**src/hmt_delay.sv**
```systemverilog
// ----------------------------------------------------------------------------
// hmt_delay: enabled delay line
// Carries side data next to a divider so it arrives with the quotient.
// ----------------------------------------------------------------------------
module hmt_delay #(
  parameter int unsigned WIDTH = 8,
  parameter int unsigned DEPTH = 4
) (
  input  logic             clk_i,
  input  logic             en_i,
  input  logic [WIDTH-1:0] d_i,
  output logic [WIDTH-1:0] q_o
);

  logic [WIDTH-1:0] sr_q [DEPTH];

  // advance the line
  always_ff @(posedge clk_i) begin
    if (en_i) begin
      sr_q[0] <= d_i;
      for (int i = 1; i < DEPTH; i++) begin
        sr_q[i] <= sr_q[i-1];
      end
    end
  end

  assign q_o = sr_q[DEPTH-1];

endmodule

```
**config.mk**
```make
export PLATFORM = sky130hd
export DESIGN_NAME = hmt_delay
export DESIGN_NICKNAME = d
export VERILOG_FILES = /design/src/hmt_delay.sv
export SDC_FILE = /design/constraint.sdc
export NUM_CORES = 1
export LEC_CHECK = 0
export ABC_AREA = 1
export BUFFER_PORTS_ARGS = -buffer_cell sky130_fd_sc_hd__buf_2
export CAP_MARGIN = 20
export CORE_UTILIZATION = 45
export DETAILED_ROUTE_END_ITERATION = 7
export PLACE_DENSITY = 0.67
export SLEW_MARGIN = 20
export SYNTH_ARGS = -nofsm -noshare
export SYNTH_HDL_FRONTEND = slang
export SYNTH_SLANG_ARGS = --single-unit
export TNS_END_PERCENT = 20
```
**constraint.sdc**
```tcl
create_clock -name clk_i -period 0.8 [get_ports clk_i]
set_input_delay 0.16 -clock clk_i [delete_from_list [all_inputs] [get_ports clk_i]]
set_output_delay 0.16 -clock clk_i [all_outputs]
set_load 0.05 [all_outputs]
```
Word-level counts from Yosys, hierarchy flattened. Memories as Yosys holds them, arrays and structs flattened. Index checks and enable logic that the tools add are counted.

Register bits after elaboration: 0. Latch bits: 0. Bits in writable memories: 32. ROM bits: 0. Bits of input ports: 10. Output and inout bits: 8. Logic and storage cells: 3. Memories kept: 1.

Add/sub/neg operators: 0. Multiply operators: 0. Divide/modulo/power cells: 0. Magnitude comparators: 0. Equal/unequal tests: 0. Shifts and indexed selects: 0. Muxes and demuxes: 2. Bitwise operators: 0. Reductions and logical operators: 0.

Memory list: sr_q (depth 4, bits a word 8, rd ports 4, clocked after memory_dff 0, write ports 4, line 15) `logic [WIDTH-1:0] sr_q [DEPTH];`.

Operators with widths (count): 2-to-1 mux 1 bit (2).

Longest topological paths before layout.
Word-level depth: 2. Depth in mapped cells: 0. Depth with buffers taken out: 0.

Worst setup path before layout. OpenSTA, ideal clock, no wires.

Path type: reg2out. Start point: memory sr_q[3][0]. End point: output port q_o[0]. Data arrival time: 0.601 ns. Required time: 0.640 ns. Slack: 0.039 ns. Stages on the path, launching flop included: 1. Buffers on the path: 0. Path through: edfxtp_1.

RTL lines: start, declared (line 15); end, declared (line 12) `output logic [WIDTH-1:0] q_o`.

==> metrics.log <==
[metrics] status: finished with violations
[metrics] violated checks: setup timing
[metrics] count of buffering cells on the critical path with inverters included: 1
[metrics] arrival time at the worst endpoint: 0.87 ns
[metrics] count of pins on the block boundary: 18
[metrics] violation count after the first detailed-routing iteration: 6
[metrics] PortBufs: 17
[metrics] launching instance or port of the critical path: sr_q[3][6]
[metrics] capturing point of the worst reg2reg path: sr_q[3][5]
[metrics] skew final: 0.00450 ns
[metrics] number of vias after detailed routing: 396
[metrics] height of the die: 48.2 µm
[metrics] static power due to leakage: 0.468 nW
[metrics] cell-by-cell listing of the critical path: buf_6
[metrics] vias in the first global route: between 300 and 400
[metrics] ANT nets after route: 0
[metrics] x dimension of the die: 48.2 µm
[metrics] part of the Yosys area used for sequential elements: 1.00
[metrics] top post-synthesis cells by count: 32 x edfxtp_1
[metrics] final routed wire length divided by cell count: 10.2 µm
[metrics] flop and latch count out of synthesis: 32
[metrics] Inserted Diodes: 0
[metrics] maximum buffer depth of the clock tree: 2
[metrics] kind of cell adding the most delay to the critical path: flip-flops
[metrics] largest stage delay on the critical path: around 0.39 ns
[metrics] slew at the pin closest to its max-slew limit: ~0.13 ns
[metrics] type of destination of the critical path: primary output
[metrics] Mean Syn Cell Area: 30.0 µm²
[metrics] antenna violations before repair: 0
[metrics] DRC violation count after routing: 0
[metrics] post-detailed-placement half-perimeter wirelength: 536 µm
[metrics] largest registers: sr_q x32
[metrics] Critical Path Fanout Max: 1
[metrics] Fin. Hold Viols: 0
[metrics] start-to-end type of the worst setup path: register to primary output
[metrics] reg2reg start: sr_q[2][5]
[metrics] CTS clock-pin slew for the worst setup and hold paths: 0.09 ns
[metrics] deepest level of the CTS H-tree: 2
[metrics] fraction of final layout cells with drive strength greater than 1: 0.379
[metrics] clock latency of the later-clocked register in the worst-skew pair: 0.31 ns
[metrics] CP Data Required Time: 0.64 ns
[metrics] utilization after layout: 0.643
[metrics] final number of max-transition violations: 0
[metrics] stages on the worst setup path: 1
[metrics] area of the die: 2320 µm²
[metrics] slack of the critical path: -0.233 ns
[metrics] clock buffer count from CTS: 5
[metrics] starting utilization of the core area: 0.485
[metrics] number of flops mapped to enable cells by yosys: 32
[metrics] fin crit share: 1.29
[metrics] PD cells: 2370 nW/µm²
[metrics] Area growth syn-to-layout: 32.6%
[metrics] prevailing post-synth register cell: edfxtp_1
[metrics] final hold slack: 0.0213 ns
[metrics] kind of start point of the critical path: register
[metrics] overall track demand over capacity in global routing: 0.0937
[metrics] area of the multi-input gates: 0 µm²
[metrics] clock tree from TritonCTS: done
[metrics] number of rows created at floorplan: 16
[metrics] grt ovf: 0
[metrics] Pwr Total: 3.02 mW
[metrics] number of distinct standard cells referenced by the synthesized netlist: 1
[metrics] buffer cell driving the clock tree root: clkbuf_4
[metrics] Final Wtd Congestion: just under 0.6
[metrics] number of multi-input combinational cells: 0
[metrics] largest voltage drop on the vdd net: about 1500 µV
[metrics] overall routed net length: between 900 and 1000 µm
[metrics] top post-synthesis cells by area: edfxtp_1 100%
[metrics] top register by number of flip-flops: sr_q
[metrics] maximum achievable frequency: 0.968 GHz
[metrics] unrepaired setup endpoints after global routing: true
[metrics] post-synthesis cell area: 961 µm²
[metrics] headroom to the max-slew limit: 0.917
[metrics] number of cell instances on the worst register-to-register path: 0
[metrics] Yosys warning total: 0
[metrics] slowest library cell on the worst path: edfxtp_1
[metrics] Final setup violation count: 8
[metrics] most frequent cell after synthesis: edfxtp_1
[metrics] number of instances in the synthesized netlist: 32
[metrics] DRT Pass-1 Iters: 3
[metrics] pin count of the biggest net entering global routing: 25
[metrics] flip-flop count of the largest register, all copies and words added: 32
[metrics] core region area: 1980 µm²
[metrics] number of maximum-capacitance constraint violations: 0
[metrics] Clock Sink Count: 32
[metrics] fraction of synthesized cell area taken by the top area cell type: 1.00
[metrics] proportion of synthesized flip-flops having asynchronous set or reset: 0
[metrics] Avg Vias per Cell: 4.26
[metrics] number of nets in the synthesized netlist: 42
[metrics] worst setup path end: q_o[6]
[metrics] NumNets Final: 75
[metrics] register-to-register setup slack: 0.17 ns
[metrics] min Tclk post-route: 1.03 ns
[metrics] library cell occupying the most area in the post-synthesis netlist: edfxtp_1
[metrics] Min-Delay Path Class: input pin to register
[metrics] wire length of the first global-routing pass: 1240 µm
[area by class of cell]
type                    count  area (µm²)
well taps                  27        33.8
flip-flops and latches     32         961
repair buffers             26         230
fillers                   144         708
clock buffers               7        45.0
clock inverters             1        3.75
[metal layers]
metal  global-route usage  wire, µm
met5                    0         0
met3               0.0889        90
met4               0.0667         0
met2                0.131       510
met1               0.0838       349
[report_power, final]
group	internal [mW]	switching [mW]	total (mW)
registers	1.97	0.0292	2.00
logic	0.0919	0.125	0.217
clock network	0.337	0.462	0.799
[cells by family after synthesis]
kind of cell | after synthesis | synth area share
flip-flops | 32 | 1.00
[metrics by stage]
step / worst slack (ns) / std cells / area (µm²) / setup TNS, ns
2_1_floorplan: 0.0394 / 32 / 961 / 0
3_3_place_gp: 0.0418 / 79 / 1110 / 0
3_5_place_dp: 0.0212 / 79 / 1110 / 0
4_1_cts: -0.256 / 87 / 1210 / -1.92
5_1_grt: -0.289 / 93 / 1270 / -2.21
6_report: -0.233 / 93 / 1270 / -1.79
[layout by cell type, fill, tap and decap left out, drive strengths merged]
master / count
buf: 20
clkbuf: 7
clkinv: 1
dlygate4sd3: 6
edfxtp: 32
[timing repair]
| item | CTS | global route |
|---|---|---|
| endpoints found under the setup margin | 8 | 8 |
| setup buffers | 0 | 0 |
| hold buffers | 0 | 6 |
| resized for setup | 16 | 0 |
| hold endpoints to repair | 0 | 6 |
[how the worst min path moves through the flow]
stage | cells past startpoint | endpoint | from | slack (ns)
floorplan | 0 | sr_q[0][0] | d_i[0] | 0.26
global placement | 1 | sr_q[0][1] | d_i[1] | 0.34
detailed placement | 1 | sr_q[0][7] | d_i[7] | 0.34
CTS | 1 | sr_q[0][7] | d_i[7] | 0.005
global route | 1 | sr_q[0][3] | d_i[3] | 0.00007
finish | 1 | sr_q[0][3] | d_i[3] | 0.02
Power figures use the tool's default switching activity.
